### src/rtl/blr_pkg.sv
`timescale 1ns / 1ps
// blr_pkg: shared types and constants for the line rasteriser
// no dependencies; imported by every rtl module of the block
package blr_pkg;

  // canvas and field widths
  localparam int CANVAS_SIZE = 64;
  localparam int COORD_W     = 6;
  localparam int INK_W       = 8;
  localparam int ERR_W       = COORD_W + 2;
  localparam logic [COORD_W-1:0] COORD_MAX = COORD_W'(CANVAS_SIZE - 1);

  // depth of the request queue between front and back
  localparam int Q_DEPTH = 2;
  localparam int Q_PTR_W = (Q_DEPTH > 1) ? $clog2(Q_DEPTH) : 1;
  localparam int Q_CNT_W = $clog2(Q_DEPTH + 1);

  // one classified line request
  typedef struct packed {
    logic [COORD_W-1:0] start_x;
    logic [COORD_W-1:0] start_y;
    logic [COORD_W-1:0] goal_x;
    logic [COORD_W-1:0] goal_y;
    logic [COORD_W-1:0] span_x;
    logic [COORD_W-1:0] span_y;
    logic               dir_x_neg;
    logic               dir_y_neg;
    logic [INK_W-1:0]   ink;
    logic               dotted;
  } line_desc_t;

  // queue status seen by both neighbours
  typedef struct packed {
    logic full;
    logic empty;
  } q_stat_t;

  // saturate a coordinate to the canvas
  function automatic logic [COORD_W-1:0] clamp_coord(input logic [COORD_W-1:0] v);
    logic [COORD_W-1:0] r;
    r = (v > COORD_MAX) ? COORD_MAX : v;
    return r;
  endfunction

endpackage

### src/rtl/blr_front.sv
`timescale 1ns / 1ps
// blr_front: takes a line request, clamps it, finds directions and spans
// depends on blr_pkg; feeds blr_queue
module blr_front (
  input  logic                        clk,
  input  logic                        rst_n,
  input  logic                        in_push,
  output logic                        in_full,
  input  logic [blr_pkg::COORD_W-1:0] in_start_x,
  input  logic [blr_pkg::COORD_W-1:0] in_start_y,
  input  logic [blr_pkg::COORD_W-1:0] in_end_x,
  input  logic [blr_pkg::COORD_W-1:0] in_end_y,
  input  logic [blr_pkg::INK_W-1:0]   in_ink,
  input  logic                        in_dotted,
  input  blr_pkg::q_stat_t            q_stat,
  output logic                        q_push,
  output blr_pkg::line_desc_t         q_wdata
);
  import blr_pkg::*;

  logic       valid_r, valid_nxt;
  line_desc_t desc_r, desc_nxt;
  logic       accept;
  logic [COORD_W-1:0] sx, sy, gx, gy;

  // classify the incoming word
  always_comb begin
    sx = clamp_coord(in_start_x);
    sy = clamp_coord(in_start_y);
    gx = clamp_coord(in_end_x);
    gy = clamp_coord(in_end_y);
    desc_nxt.start_x   = sx;
    desc_nxt.start_y   = sy;
    desc_nxt.goal_x    = gx;
    desc_nxt.goal_y    = gy;
    desc_nxt.dir_x_neg = !(sx < gx);
    desc_nxt.dir_y_neg = !(sy < gy);
    desc_nxt.span_x    = (sx < gx) ? (gx - sx) : (sx - gx);
    desc_nxt.span_y    = (sy < gy) ? (gy - sy) : (sy - gy);
    desc_nxt.ink       = in_ink;
    desc_nxt.dotted    = in_dotted;
  end

  // holding stage in front of the queue
  assign q_push  = valid_r && !q_stat.full;
  assign in_full = valid_r && q_stat.full;
  assign accept  = in_push && !in_full;
  assign q_wdata = desc_r;

  always_comb begin
    valid_nxt = valid_r;
    if (accept) begin
      valid_nxt = 1'b1;
    end else if (q_push) begin
      valid_nxt = 1'b0;
    end
  end

  always_ff @(posedge clk) begin
    if (!rst_n) begin
      valid_r <= 1'b0;
    end else begin
      valid_r <= valid_nxt;
    end
  end

  always_ff @(posedge clk) begin
    if (accept) begin
      desc_r <= desc_nxt;
    end
  end

endmodule

### src/rtl/blr_queue.sv
`timescale 1ns / 1ps
// blr_queue: short fifo of classified line requests
// depends on blr_pkg; sits between blr_front and blr_back
module blr_queue (
  input  logic                clk,
  input  logic                rst_n,
  input  logic                push,
  input  blr_pkg::line_desc_t wdata,
  input  logic                pop,
  output blr_pkg::line_desc_t rdata,
  output blr_pkg::q_stat_t    stat
);
  import blr_pkg::*;

  line_desc_t         mem_r [Q_DEPTH];
  logic [Q_PTR_W-1:0] wr_ptr_r, rd_ptr_r;
  logic [Q_CNT_W-1:0] cnt_r, cnt_nxt;

  assign stat.full  = (cnt_r == Q_CNT_W'(Q_DEPTH));
  assign stat.empty = (cnt_r == '0);
  assign rdata      = mem_r[rd_ptr_r];

  // pointer wrap at the queue depth
  function automatic logic [Q_PTR_W-1:0] ptr_inc(input logic [Q_PTR_W-1:0] p);
    logic [Q_PTR_W-1:0] r;
    r = (p == Q_PTR_W'(Q_DEPTH - 1)) ? '0 : p + 1'b1;
    return r;
  endfunction

  always_comb begin
    cnt_nxt = cnt_r;
    if (push && !pop) begin
      cnt_nxt = cnt_r + 1'b1;
    end else if (pop && !push) begin
      cnt_nxt = cnt_r - 1'b1;
    end
  end

  // control state
  always_ff @(posedge clk) begin
    if (!rst_n) begin
      wr_ptr_r <= '0;
      rd_ptr_r <= '0;
      cnt_r    <= '0;
    end else begin
      if (push) wr_ptr_r <= ptr_inc(wr_ptr_r);
      if (pop)  rd_ptr_r <= ptr_inc(rd_ptr_r);
      cnt_r <= cnt_nxt;
    end
  end

  // storage
  always_ff @(posedge clk) begin
    if (push) begin
      mem_r[wr_ptr_r] <= wdata;
    end
  end

endmodule

### src/rtl/blr_back.sv
`timescale 1ns / 1ps
// blr_back: bresenham walker with a registered output word
// depends on blr_pkg; reads requests from blr_queue
module blr_back (
  input  logic                        clk,
  input  logic                        rst_n,
  input  blr_pkg::q_stat_t            q_stat,
  input  blr_pkg::line_desc_t         q_rdata,
  output logic                        q_pop,
  output logic                        out_empty,
  input  logic                        out_pop,
  output logic [blr_pkg::COORD_W-1:0] out_pixel_x,
  output logic [blr_pkg::COORD_W-1:0] out_pixel_y,
  output logic [blr_pkg::INK_W-1:0]   out_pixel_ink,
  output logic                        out_write_enable,
  output logic                        out_last
);
  import blr_pkg::*;

  typedef enum logic {ST_IDLE, ST_WALK} state_t;

  state_t state_r, state_nxt;
  logic   ov_r, ov_nxt;
  logic [COORD_W-1:0] cur_x_r, cur_y_r, goal_x_r, goal_y_r, span_x_r, span_y_r;
  logic [COORD_W-1:0] cur_x_nxt, cur_y_nxt, goal_x_nxt, goal_y_nxt;
  logic [COORD_W-1:0] span_x_nxt, span_y_nxt;
  logic               dxn_r, dyn_r, dxn_nxt, dyn_nxt;
  logic signed [ERR_W-1:0] err_r, err_nxt;
  logic               phase_r, phase_nxt, dotted_r, dotted_nxt;
  logic [INK_W-1:0]   ink_r, ink_nxt;
  logic [COORD_W-1:0] ox_r, oy_r, ox_nxt, oy_nxt;
  logic [INK_W-1:0]   oink_r, oink_nxt;
  logic               owe_r, olast_r, owe_nxt, olast_nxt;

  logic slot_free, at_end, step_x, step_y;
  logic signed [ERR_W:0] e2, sx_s, sy_s, err_step;

  assign slot_free = !ov_r || out_pop;
  assign at_end    = (cur_x_r == goal_x_r) && (cur_y_r == goal_y_r);
  assign q_pop     = (state_r == ST_IDLE) && !q_stat.empty;

  // error term decision
  always_comb begin
    e2       = {err_r, 1'b0};
    sx_s     = $signed({{(ERR_W + 1 - COORD_W){1'b0}}, span_x_r});
    sy_s     = $signed({{(ERR_W + 1 - COORD_W){1'b0}}, span_y_r});
    step_x   = e2 > -sy_s;
    step_y   = e2 < sx_s;
    err_step = {err_r[ERR_W-1], err_r} - (step_x ? sy_s : '0) + (step_y ? sx_s : '0);
  end

  // walker and output register next values
  always_comb begin
    state_nxt  = state_r;
    ov_nxt     = ov_r && !out_pop;
    cur_x_nxt  = cur_x_r;
    cur_y_nxt  = cur_y_r;
    goal_x_nxt = goal_x_r;
    goal_y_nxt = goal_y_r;
    span_x_nxt = span_x_r;
    span_y_nxt = span_y_r;
    dxn_nxt    = dxn_r;
    dyn_nxt    = dyn_r;
    err_nxt    = err_r;
    phase_nxt  = phase_r;
    dotted_nxt = dotted_r;
    ink_nxt    = ink_r;
    ox_nxt     = ox_r;
    oy_nxt     = oy_r;
    oink_nxt   = oink_r;
    owe_nxt    = owe_r;
    olast_nxt  = olast_r;
    unique case (state_r)
      ST_IDLE: begin
        // load the next request
        if (!q_stat.empty) begin
          state_nxt  = ST_WALK;
          cur_x_nxt  = q_rdata.start_x;
          cur_y_nxt  = q_rdata.start_y;
          goal_x_nxt = q_rdata.goal_x;
          goal_y_nxt = q_rdata.goal_y;
          span_x_nxt = q_rdata.span_x;
          span_y_nxt = q_rdata.span_y;
          dxn_nxt    = q_rdata.dir_x_neg;
          dyn_nxt    = q_rdata.dir_y_neg;
          err_nxt    = $signed(ERR_W'({2'b00, q_rdata.span_x})
                               - ERR_W'({2'b00, q_rdata.span_y}));
          phase_nxt  = 1'b1;
          dotted_nxt = q_rdata.dotted;
          ink_nxt    = q_rdata.ink;
        end
      end
      ST_WALK: begin
        // emit one point and step, or go idle after the last point
        if (slot_free) begin
          ov_nxt    = 1'b1;
          ox_nxt    = cur_x_r;
          oy_nxt    = cur_y_r;
          oink_nxt  = ink_r;
          owe_nxt   = dotted_r ? phase_r : 1'b1;
          olast_nxt = at_end;
          phase_nxt = phase_r ^ dotted_r;
          if (at_end) begin
            state_nxt = ST_IDLE;
          end else begin
            err_nxt = err_step[ERR_W-1:0];
            if (step_x) cur_x_nxt = dxn_r ? cur_x_r - 1'b1 : cur_x_r + 1'b1;
            if (step_y) cur_y_nxt = dyn_r ? cur_y_r - 1'b1 : cur_y_r + 1'b1;
          end
        end
      end
      default: state_nxt = ST_IDLE;
    endcase
  end

  // state and registered outputs
  always_ff @(posedge clk) begin
    if (!rst_n) begin
      state_r <= ST_IDLE;
      ov_r    <= 1'b0;
    end else begin
      state_r <= state_nxt;
      ov_r    <= ov_nxt;
    end
    cur_x_r  <= cur_x_nxt;
    cur_y_r  <= cur_y_nxt;
    goal_x_r <= goal_x_nxt;
    goal_y_r <= goal_y_nxt;
    span_x_r <= span_x_nxt;
    span_y_r <= span_y_nxt;
    dxn_r    <= dxn_nxt;
    dyn_r    <= dyn_nxt;
    err_r    <= err_nxt;
    phase_r  <= phase_nxt;
    dotted_r <= dotted_nxt;
    ink_r    <= ink_nxt;
    ox_r     <= ox_nxt;
    oy_r     <= oy_nxt;
    oink_r   <= oink_nxt;
    owe_r    <= owe_nxt;
    olast_r  <= olast_nxt;
  end

  assign out_empty        = !ov_r;
  assign out_pixel_x      = ox_r;
  assign out_pixel_y      = oy_r;
  assign out_pixel_ink    = oink_r;
  assign out_write_enable = owe_r;
  assign out_last         = olast_r;

endmodule

### src/rtl/bresenham_line_rasterizer_unit.sv
`timescale 1ns / 1ps
// a request taken when all is idle goes through the front holding register, the queue
// and the walker's load step before its first point reaches the registered result ports
// throughput: one point per cycle while the output word is free or popped, plus a
// load from the queue between lines; up to 64 points per line on the 64-wide canvas
// reset (synchronous, rst_n low): queue and walker empty, empty high, full low
module bresenham_line_rasterizer_unit (
  input  logic                        clk,
  input  logic                        rst_n,
  input  logic                        in_push,
  output logic                        in_full,
  input  logic [blr_pkg::COORD_W-1:0] in_start_x,
  input  logic [blr_pkg::COORD_W-1:0] in_start_y,
  input  logic [blr_pkg::COORD_W-1:0] in_end_x,
  input  logic [blr_pkg::COORD_W-1:0] in_end_y,
  input  logic [blr_pkg::INK_W-1:0]   in_ink,
  input  logic                        in_dotted,
  output logic                        out_empty,
  input  logic                        out_pop,
  output logic [blr_pkg::COORD_W-1:0] out_pixel_x,
  output logic [blr_pkg::COORD_W-1:0] out_pixel_y,
  output logic [blr_pkg::INK_W-1:0]   out_pixel_ink,
  output logic                        out_write_enable,
  output logic                        out_last
);
  import blr_pkg::*;

  q_stat_t    q_stat;
  logic       q_push, q_pop;
  line_desc_t q_wdata, q_rdata;

  // front: accept and classify
  blr_front u_front (
    .clk        (clk),
    .rst_n      (rst_n),
    .in_push    (in_push),
    .in_full    (in_full),
    .in_start_x (in_start_x),
    .in_start_y (in_start_y),
    .in_end_x   (in_end_x),
    .in_end_y   (in_end_y),
    .in_ink     (in_ink),
    .in_dotted  (in_dotted),
    .q_stat     (q_stat),
    .q_push     (q_push),
    .q_wdata    (q_wdata)
  );

  // request queue
  blr_queue u_queue (
    .clk   (clk),
    .rst_n (rst_n),
    .push  (q_push),
    .wdata (q_wdata),
    .pop   (q_pop),
    .rdata (q_rdata),
    .stat  (q_stat)
  );

  // back: line walker
  blr_back u_back (
    .clk              (clk),
    .rst_n            (rst_n),
    .q_stat           (q_stat),
    .q_rdata          (q_rdata),
    .q_pop            (q_pop),
    .out_empty        (out_empty),
    .out_pop          (out_pop),
    .out_pixel_x      (out_pixel_x),
    .out_pixel_y      (out_pixel_y),
    .out_pixel_ink    (out_pixel_ink),
    .out_write_enable (out_write_enable),
    .out_last         (out_last)
  );

`ifndef SYNTH
  // queue never read while empty
  a_pop_nonempty: assert property (@(posedge clk) disable iff (!rst_n)
    q_pop |-> !q_stat.empty)
    else $error("queue read while empty");

  // queue never written while full
  a_push_nonfull: assert property (@(posedge clk) disable iff (!rst_n)
    q_push |-> !q_stat.full)
    else $error("queue written while full");

  // reset leaves both sides open and no word waiting
  a_reset_clear: assert property (@(posedge clk)
    !rst_n |=> (out_empty && !in_full && q_stat.empty))
    else $error("state not cleared by reset");

  // a full input side implies a full queue
  a_full_queue: assert property (@(posedge clk) disable iff (!rst_n)
    in_full |-> q_stat.full)
    else $error("input stalled with room in queue");
`endif

endmodule
### config.mk
export PLATFORM = sky130hd
export DESIGN_NAME = bresenham_line_rasterizer_unit
export DESIGN_NICKNAME = d
export VERILOG_FILES = /design/src/rtl/blr_pkg.sv /design/src/rtl/blr_front.sv /design/src/rtl/blr_queue.sv /design/src/rtl/blr_back.sv /design/src/rtl/bresenham_line_rasterizer_unit.sv
export SDC_FILE = /design/constraint.sdc
export NUM_CORES = 1
export LEC_CHECK = 0
export BUFFER_PORTS_ARGS = -buffer_cell sky130_fd_sc_hd__buf_2
export CORE_ASPECT_RATIO = 1.25
export CORE_UTILIZATION = 41
export DETAILED_ROUTE_END_ITERATION = 12
export PLACE_DENSITY_LB_ADDON = 0.3
export SLEW_MARGIN = 15
export SYNTH_ARGS = -nofsm -noshare
export SYNTH_HDL_FRONTEND = slang
export SYNTH_SLANG_ARGS = --single-unit
### constraint.sdc
create_clock -name clk -period 4.8 [get_ports clk]
set_clock_uncertainty 0.15 [all_clocks]
set_input_delay 0.72 -clock clk [delete_from_list [all_inputs] [get_ports clk]]
set_output_delay 0.72 -clock clk [all_outputs]
set_load 0.1 [all_outputs]
# Word level (Yosys, flattened, before mapping)
# Memory sizes are Yosys's and may differ from the RTL's. A register that Yosys moved wholly into a read port is not among the register bits.
# Index checks and enable logic that the tools add are counted.
[word_totals]
ff_bits = 132
ram_bits = 94
out_inout_bits = 24
memories = 1
[op_classes]
n_addsub = 16
magnitude_cmp = 8
eq_ne = 8
n_mux = 43
bitwise = 3
reduce_logical = 27
[memory_table]
columns = ["memory", "depth", "width", "rd", "rd_ports_with_merged_regs", "wr", "line", "text"]
rows = [
  ["u_queue.mem_r", 2, 47, 1, 1, 1, "blr_queue.sv:15", "line_desc_t mem_r [Q_DEPTH];"],
]
[op_table]
columns = ["op", "n"]
rows = [
  ["$mux W6", 18],
  ["$gt A6 B6 Y1 const B", 4],
  ["$mux W8", 3],
  ["$pmux W6 S2", 2],
  ["$sub A6 B6 Y6", 4],
  ["$pmux W8 S2", 1],
  ["$mux W1", 15],
  ["$add A6 B1 Y6 const B", 2],
  ["$eq A6 B6 Y1", 2],
  ["$lt A6 B6 Y1", 2],
  ["$sub A6 B1 Y6 const B", 2],
  ["$ne A2 B2 Y1 const B", 5],
  ["$gt A9 B9 Y1", 1],
  ["$logic_not A1 Y1", 9],
  ["$lt A9 B7 Y1", 1],
  ["$neg A6 Y9", 1],
  ["$add A8 B8 Y8", 1],
  ["$logic_and A1 B1 Y1", 8],
  ["$reduce_and A4 Y1", 2],
  ["$sub A8 B6 Y8", 1],
  ["$sub A6 B6 Y7", 1],
  ["$reduce_and A2 Y1", 3],
  ["$mux W2", 2],
  ["$pmux W1 S2", 2],
  ["other kinds (10)", 13],
]

# Logic depth before layout (Yosys ltp)
# Gate-level depths: netlist (run 1).
[depth]
depth_word = 8
mapped_depth = 20
ltp_nobuf = 20

# Cells and area by module
# Synthesis (run 1) repeated with hierarchy kept, for this count alone.
[hier_totals]
hier_cells = 736
hier_area_um2 = 10573.9
[by_module_without_submodules]
columns = ["module", "instances", "cells_per_inst", "area_per_inst_um2"]
rows = [
  ["blr_back", 1, 362, 4465.5],
  ["blr_queue", 1, 168, 3617.2],
  ["blr_front", 1, 206, 2491.1],
]

# Least setup slack after synthesis (run 1)
# No wires, ideal clock.
[synth_timing]
kind = "reg2reg"
startpoint = "register u_back.span_y_r[2]"
endpoint = "register u_back.err_r[5], data pin"
setup_ps = 275
arrival_ps = 3892
t_required_ps = 4375
slack_ps = 483
path_stages_with_launch = 18
period_less_slack_ps = 4317
cell_sequence = "edfxtp_1 nor2_1 nand4b_1 xnor2_1 ha_1 nand3_1 or4_1 a21oi_1 a41oi_1 and2_1 fa_1 inv_1 ha_1 a211oi_1 o21ai_0 a21oi_1 xor2_1 a22oi_1"
[synth_between]
elab_chain_cells = 8
[synth_lines]
columns = ["element", "line", "text"]
rows = [
  ["start: declaration", "blr_back.sv:24", "logic [COORD_W-1:0] cur_x_r, cur_y_r, goal_x_r, goal_y_r, span_x_r, span_y_r;"],
  ["start signal: assignment", "blr_back.sv:130", "span_y_r <= span_y_nxt;"],
  ["$neg A6 Y9", "blr_back.sv:47", "step_x = e2 > -sy_s;"],
  ["$gt A9 B9 Y1", "blr_back.sv:47", ""],
  ["$mux W6 (*)", "blr_back.sv:49", "err_step = {err_r[ERR_W-1], err_r} - (step_x ? sy_s : '0) + (step_y ? sx_s : '0);"],
  ["$sub A8 B6 Y8 (*)", "blr_back.sv:49", ""],
  ["$add A8 B8 Y8 (*)", "blr_back.sv:49", ""],
  ["$mux W8 (*)", "blr_back.sv:103", "if (at_end) begin"],
  ["$mux W8 (*)", "blr_back.sv:95", "if (slot_free) begin"],
  ["$pmux W8 S2 (*)", "blr_back.sv:73", "unique case (state_r)"],
  ["named net u_back.err_nxt[5]", "blr_back.sv:28", "logic signed [ERR_W-1:0] err_r, err_nxt;"],
  ["end signal: assignment", "blr_back.sv:133", "err_r <= err_nxt;"],
  ["end: declaration", "blr_back.sv:28", ""],
]
# The timed path passes the listed nets; every way through them passes the cells marked *. The select of a mux whose other input is x is not followed.
# A chain may end at the register's enable or synchronous reset.

# Worst setup path in the final report (run 1)
[layout_timing]
startpoint = "register u_back.span_y_r[0]"
endpoint = "register u_back.err_r[5], data pin"
# Same word-level chain as after synthesis.

==> impl_metrics.tcl, run 1 <==
set metrics [dict create \
    cts_buffer_depth 3 \
    synth-seq-area-share_pct 64.7 \
    ios 61 \
    dr.pass1.iters 4 \
    r2r_cells 17 \
    h-tree-depth 1 \
    clk_latency_ps 500 \
    drv_slew 0 \
    cp-startpoint "u_back.span_y_r[0]" \
    synth_top_area_cell "edfxtp_1" \
    io_buffers 60 \
    core_um2 24700 \
    synthCells 729 \
    grt.total_usage_pct 14.3 \
    regToRegStartpoint "u_back.span_y_r[0]" \
    timing.final.ws_setup_ps 265 \
    fin_crit_ps 4540 \
    p_sw_w 0.00307 \
    stdcell_count 1130 \
    synth-edff-count 219 \
    finalSetupViolCount 0 \
    critPathMaxFanout 7 \
    relSlewSlack_pct 32.2 \
    cts_tree "yes" \
    grt_pass1_vias 5527 \
    peakVddDrop_mv 0.261 \
    path_clk_slew_ps 70 \
    syn_area_um2 10400 \
    hold_class "input port to flip-flop" \
    crit_end "u_back.err_r[5]" \
    cp.required_ps 4880 \
    cts_hold_buf 0 \
    start_kind "flip-flop" \
    fmax_mhz 221 \
    switching_share_pct 37.9 \
    p_int_w 0.00503 \
    power_w 0.00810 \
    fp-row-count 64 \
    r2r-end "u_back.err_r[5]" \
    path_class "flip-flop to flip-flop" \
    hpwl_mm 12.4 \
    area_growth_pct 13.1 \
    clockPowerShare_pct 20.3 \
    vias 5462 \
    initial_utilization_pct 42.1 \
    synth-async-reset-ratio_pct 0 \
    rsz0062_at_grt "false" \
    ant_nets 0 \
    synth-seq-cells 227 \
    min_path_cells 1 \
    antenna-diode-count 0 \
    dieArea_um2 26000 \
    drt_wl_total_mm 18.1 \
    place_inst 1089 \
    cts_root_buf "clkbuf_16" \
    die_x_um 145 \
    drc 0 \
    antenna_found_initial 0 \
    drive_above_1_share_pct 18.1 \
    nNetsFinal 895 \
    r2r_setup_slack_ps 260 \
    yosys-top-cells-area "edfxtp_1 (63%), ha_1 (7.2%), mux2_2 (3.0%)" \
    synth.avg_cell_area_um2 14.3 \
    yosys_most_used_dff "edfxtp_1" \
    min_period_over_period_pct 94.5 \
    drt_iter0_drc 246 \
    grt_pass1_wl_mm 28.5 \
    pre_cts_ws_ps 82.5 \
    synth_top_area_share_pct 63.2 \
    grt_overflow 0 \
    hold_viol 0 \
    cp.arrival_ps 4610 \
    tns_ps 0 \
    place_congestion 0.830 \
    seqPwrFrac_pct 38.8 \
    worst_setup_path_end_kind "flip-flop" \
    syn_nets 839 \
    outcome "complete, no violations" \
    chipHeight_um 180 \
    wl_per_cell_um 16.0 \
    viasPerCell 4.83 \
    grt_max_degree 49 \
    p_leak_nw 4.54 \
    p_per_area_nw_per_um2 688 \
    synth_cell_types 55 \
    p_comb_share_pct 40.9 \
    ys_warn_count 0 \
    clock_sink_count 227 \
    tightest_slew_ps 1010 \
    hold_ws_ps 242 \
    cts_buffers 23 \
    drv_cap 0 \
]
## layer usage
metal	wire (um)	vias up	global-route usage, %
met5	0	-	0
met4	357	0	4.21
met3	571	25	1.75
met2	9230	75	25.6
met1	7940	2638	17.8
li1	-	2724	-
## state kept, by name, indices dropped and copies added, names as in the netlist, 8 cells and up, named ones only
signal,count
u_queue.mem_r,94
u_front.q_wdata,47
u_back.err_r,8
u_back.ink_r,8
u_back.out_pixel_ink,8
## through the flow
step | area (um^2) | util, %
4_1_cts | 11700 | 47.4
5_1_grt | 11800 | 47.6
6_report | 11800 | 47.6
3_3_place_gp | 11000 | 44.6
2_1_floorplan | 10400 | -
3_5_place_dp | 11000 | 44.6
## worst max-delay path, stage by stage, from the launching register on
cell and delay (ps):
edfxtp_1 440, inv_1 110, ha_1 210, nor4bb_2 300, ha_1 180, nand3_1 90
or4_1 510, a21oi_1 190, a41oi_2 100, and2_4 200, fa_1 550, inv_1 60
ha_1 320, a211oi_2 250, o21ai_0 140, a21oi_2 200, xor2_1 170, a22oi_1 100
## cells by family (layout without fill, tap and decap cells)
kind of cell               count (synthesis)  count (layout)  synth area share [%]
AOI/OAI and AO/OA                        105             105                  6.45
xor gates and xnor gates                  39              39                  3.28
adders and majority gates                 73              73                  9.71
buffers and inverters                    114             185                  4.24
DFF                                      227             227                  64.7
muxes                                     53              53                  5.44
and+or+nand+nor                          118             118                  6.15
## power groups by stage
stage          clock network, W  registers [W]  logic (W)
2_1_floorplan                 0        0.00343    0.00222
6_report                0.00165        0.00314    0.00331
5_1_grt                 0.00176        0.00320    0.00367
3_5_place_dp                  0        0.00319    0.00324
3_3_place_gp                  0        0.00317    0.00320
4_1_cts                 0.00169        0.00315    0.00326
## worst min path at each step
stage / endpoint / start
final: u_front.q_wdata[4] / in_ink[3]
after detailed placement: u_back.out_pixel_ink[7] / u_back.ink_r[7]
after floorplan: u_back.out_pixel_ink[0] / u_back.ink_r[0]
after CTS: u_front.q_wdata[4] / in_ink[3]
after global placement: u_back.out_pixel_ink[5] / u_back.ink_r[5]
after global routing: u_front.q_wdata[4] / in_ink[3]
## cell type report
type	count	area, um^2
multi-input cells	388	3280
well taps	330	413
clock inverters	14	105
flip-flops and latches	227	6740
repair buffers	68	360
clock buffers	26	587
inverters	77	289
fillers	2150	13000
## what timing repair did
action,CTS,global route
setup buffers,0,1
gates resized for setup,0,9
endpoints found under the setup margin,0,3
## cell usage in the layout, fill, tap and decap left out, types with 3 or more instances in the layout
cell type	n
and2_1	10
nor2_1	18
a21oi_1	36
edfxtp_1	219
o21ai_0	20
nand4_1	3
a211oi_1	7
clkbuf_1	3
nor2b_1	14
a221oi_1	4
and2_4	3
fa_1	13
clkinv_2	5
xnor2_1	25
nand2_1	27
mux2_2	28
nor3_1	6
inv_1	77
clkbuf_16	23
a21o_1	11
dfxtp_1	7
ha_1	60
clkinv_1	5
o21a_1	4
xor2_1	14
mux2i_1	24
nand3_1	3
buf_2	60
nand2b_1	10
buf_4	8
nand3b_1	5
## synth_stat cells (all sizes together) (8+ instances only)
master,number
a211oi,8
a21o,11
a21oi,37
and2,13
clkbuf,32
dfxtp,8
edfxtp,219
fa,13
ha,60
inv,77
mux2,29
mux2i,24
nand2,27
nand2b,10
nor2,20
nor2b,16
o21ai,21
xnor2,25
xor2,14
Power figures use the tool's default switching activity.
==> run 2: changes to the inputs <==
RECOVER_POWER = 25   (was unset)
==> run 2 against run 1 <==
- utilization shrank 0.12 points
- global-route usage unchanged
- non-clock buffer count is the same
- critical path depth stayed put
- flip-flop and latch count unchanged
- power is essentially flat
- combinational power hardly changed
- register-to-register slack about the same
- final area fell by 0.24%
- via count is the same
- hold slack about the same
==> impl_metrics.tcl, run 2 (synthesis gave the netlist of run 1 again) <==
set metrics [dict create \
    grt_max_degree 49 \
    cts_tree "yes" \
    hold_class "input port to flip-flop" \
    critPathSlowestCell "fa_1" \
    critical_path.max_stage_delay_ps 550 \
    cts_buffers 23 \
    crit_chain "inv_1, ha_1, nor4bb_2, ha_1, nand3_1, or4_1, a21oi_1, a41oi_2, and2_4, fa_1, inv_1, ha_1, a211oi_2, o21ai_0, a21oi_2, xor2_1, a22oi_1" \
    vias 5462 \
    place_congestion 0.830 \
    cp.required_ps 4880 \
    relSlewSlack_pct 32.2 \
    p_comb_share_pct 40.8 \
    antenna_found_initial 0 \
    fmax_mhz 221 \
    cpMostUsedCell "ha_1" \
    start_kind "flip-flop" \
    timing.critical_path.buf_inv 2 \
    place_inst 1089 \
    die_x_um 145 \
    peakVddDrop_mv 0.261 \
    top_register "u_queue.mem_r" \
    layout_common_cells "edfxtp_1 (219), inv_1 (77), ha_1 (60)" \
    h-tree-depth 1 \
    finalSetupViolCount 0 \
    ios 61 \
    cts_buffer_depth 3 \
    drt_wl_total_mm 18.1 \
    viasPerCell 4.83 \
    p_per_area_nw_per_um2 690 \
    seqPwrFrac_pct 38.8 \
    nNetsFinal 895 \
    switching_share_pct 37.9 \
    io_buffers 60 \
    critical_path.top_delay_family "adder cells" \
    grt_pass1_vias 5527 \
    hpwl_mm 12.4 \
    drv_slew 0 \
    pre_cts_ws_ps 82.5 \
    initial_utilization_pct 42.1 \
    path_class "flip-flop to flip-flop" \
    tns_ps 0 \
    drc 0 \
    ant_nets 0 \
    hold_viol 0 \
    cp.arrival_ps 4610 \
    p_sw_w 0.00307 \
    dr.pass1.iters 4 \
    fin_crit_ps 4530 \
    wl_per_cell_um 16.0 \
    path_clk_slew_ps 70 \
    drive_above_1_share_pct 15.3 \
    grt.total_usage_pct 14.3 \
    final_common_cell "edfxtp_1" \
    clk_latency_ps 500 \
    antenna-diode-count 0 \
    clockPowerShare_pct 20.3 \
    critPathMaxFanout 7 \
    r2r_setup_slack_ps 270 \
    grt_pass1_wl_mm 28.5 \
    grt_overflow 0 \
    timing.final.ws_setup_ps 265 \
    clock_sink_count 227 \
    dieArea_um2 26000 \
    largest_reg_flops 94 \
    min_period_over_period_pct 94.5 \
    tightest_slew_ps 1010 \
    outcome "complete, no violations" \
    fp-row-count 64 \
    p_leak_nw 4.48 \
    area_growth_pct 12.8 \
    rsz0062_at_grt "false" \
    chipHeight_um 180 \
    stdcell_count 1130 \
    worst_setup_path_end_kind "flip-flop" \
    drv_cap 0 \
    core_um2 24700 \
    drt_iter0_drc 246 \
    p_int_w 0.00503 \
    fill_cells 2159 \
    cts_root_buf "clkbuf_16" \
]
-- run 2: cell types whose count changed in the layout (fill, tap and decap cells not counted) --
cell,change
clkbuf_1,+23
buf_2,-23
-- run 2: final timing paths --
kind / start / to / cells past startpoint
setup / recovery: u_back.span_y_r[0] / u_back.err_r[5] / 17
hold / removal: in_ink[3] / u_front.q_wdata[4] / 1
setup reg to reg: u_back.span_y_r[0] / u_back.err_r[5] / 17
hold reg to reg: u_back.ink_r[2] / u_back.out_pixel_ink[2] / 0
-- run 2: what timing repair did --
action / in CTS / in global routing
setup buffers: 0 / 1
setup endpoints to repair: 0 / 3
resized for setup: 0 / 9
hold buffers: 0 / 0
-- run 2: cell type report --
cell class	count	area [um^2]	share of cell area, %
Inverter	77	289	2.46
Multi-Input combinational cell	388	3280	27.9
Tap cell	330	413	3.52
Sequential cell	227	6740	57.4
Clock buffer	26	587	5.00
Timing Repair Buffer	68	332	2.82
Clock inverter	14	105	0.895
-- run 2: metal layers --
metal | vias to the layer above | track usage [%] | wire length, um
met4 | 0 | 4.21 | 357
met3 | 25 | 1.75 | 574
met1 | 2638 | 17.8 | 7950
met2 | 76 | 25.6 | 9230
met5 | - | 0 | 0
li1 | 2723 | - | -
-- run 2: stage by stage --
stage | total power (W) | instance area [um^2] | hold slack (ps) | utilization, %
3_3_place_gp | 0.00637 | 11000 | 252 | 44.6
4_1_cts | 0.00810 | 11700 | 228 | 47.4
6_report | 0.00810 | 11700 | 242 | 47.5
2_1_floorplan | 0.00565 | 10400 | 250 | -
3_5_place_dp | 0.00642 | 11000 | 255 | 44.6
5_1_grt | 0.00863 | 11700 | 230 | 47.5
-- run 2: power groups by stage --
stage	clock network, W	registers, W	logic, W
after floorplan	0	0.00343	0.00222
after detailed placement	0	0.00319	0.00324
after CTS	0.00169	0.00315	0.00326
after global routing	0.00176	0.00320	0.00367
after global placement	0	0.00317	0.00320
final	0.00165	0.00314	0.00331
-- run 2: worst register-to-register path, cell delays in order, from the launching register on --
cell	delay, ps
edfxtp_1	440
inv_1	110
ha_1	210
nor4bb_2	300
ha_1	180
nand3_1	90
or4_1	510
a21oi_1	190
a41oi_2	100
and2_4	200
fa_1	550
inv_1	60
ha_1	320
a211oi_2	250
o21ai_0	140
a21oi_2	200
xor2_1	170
a22oi_1	100
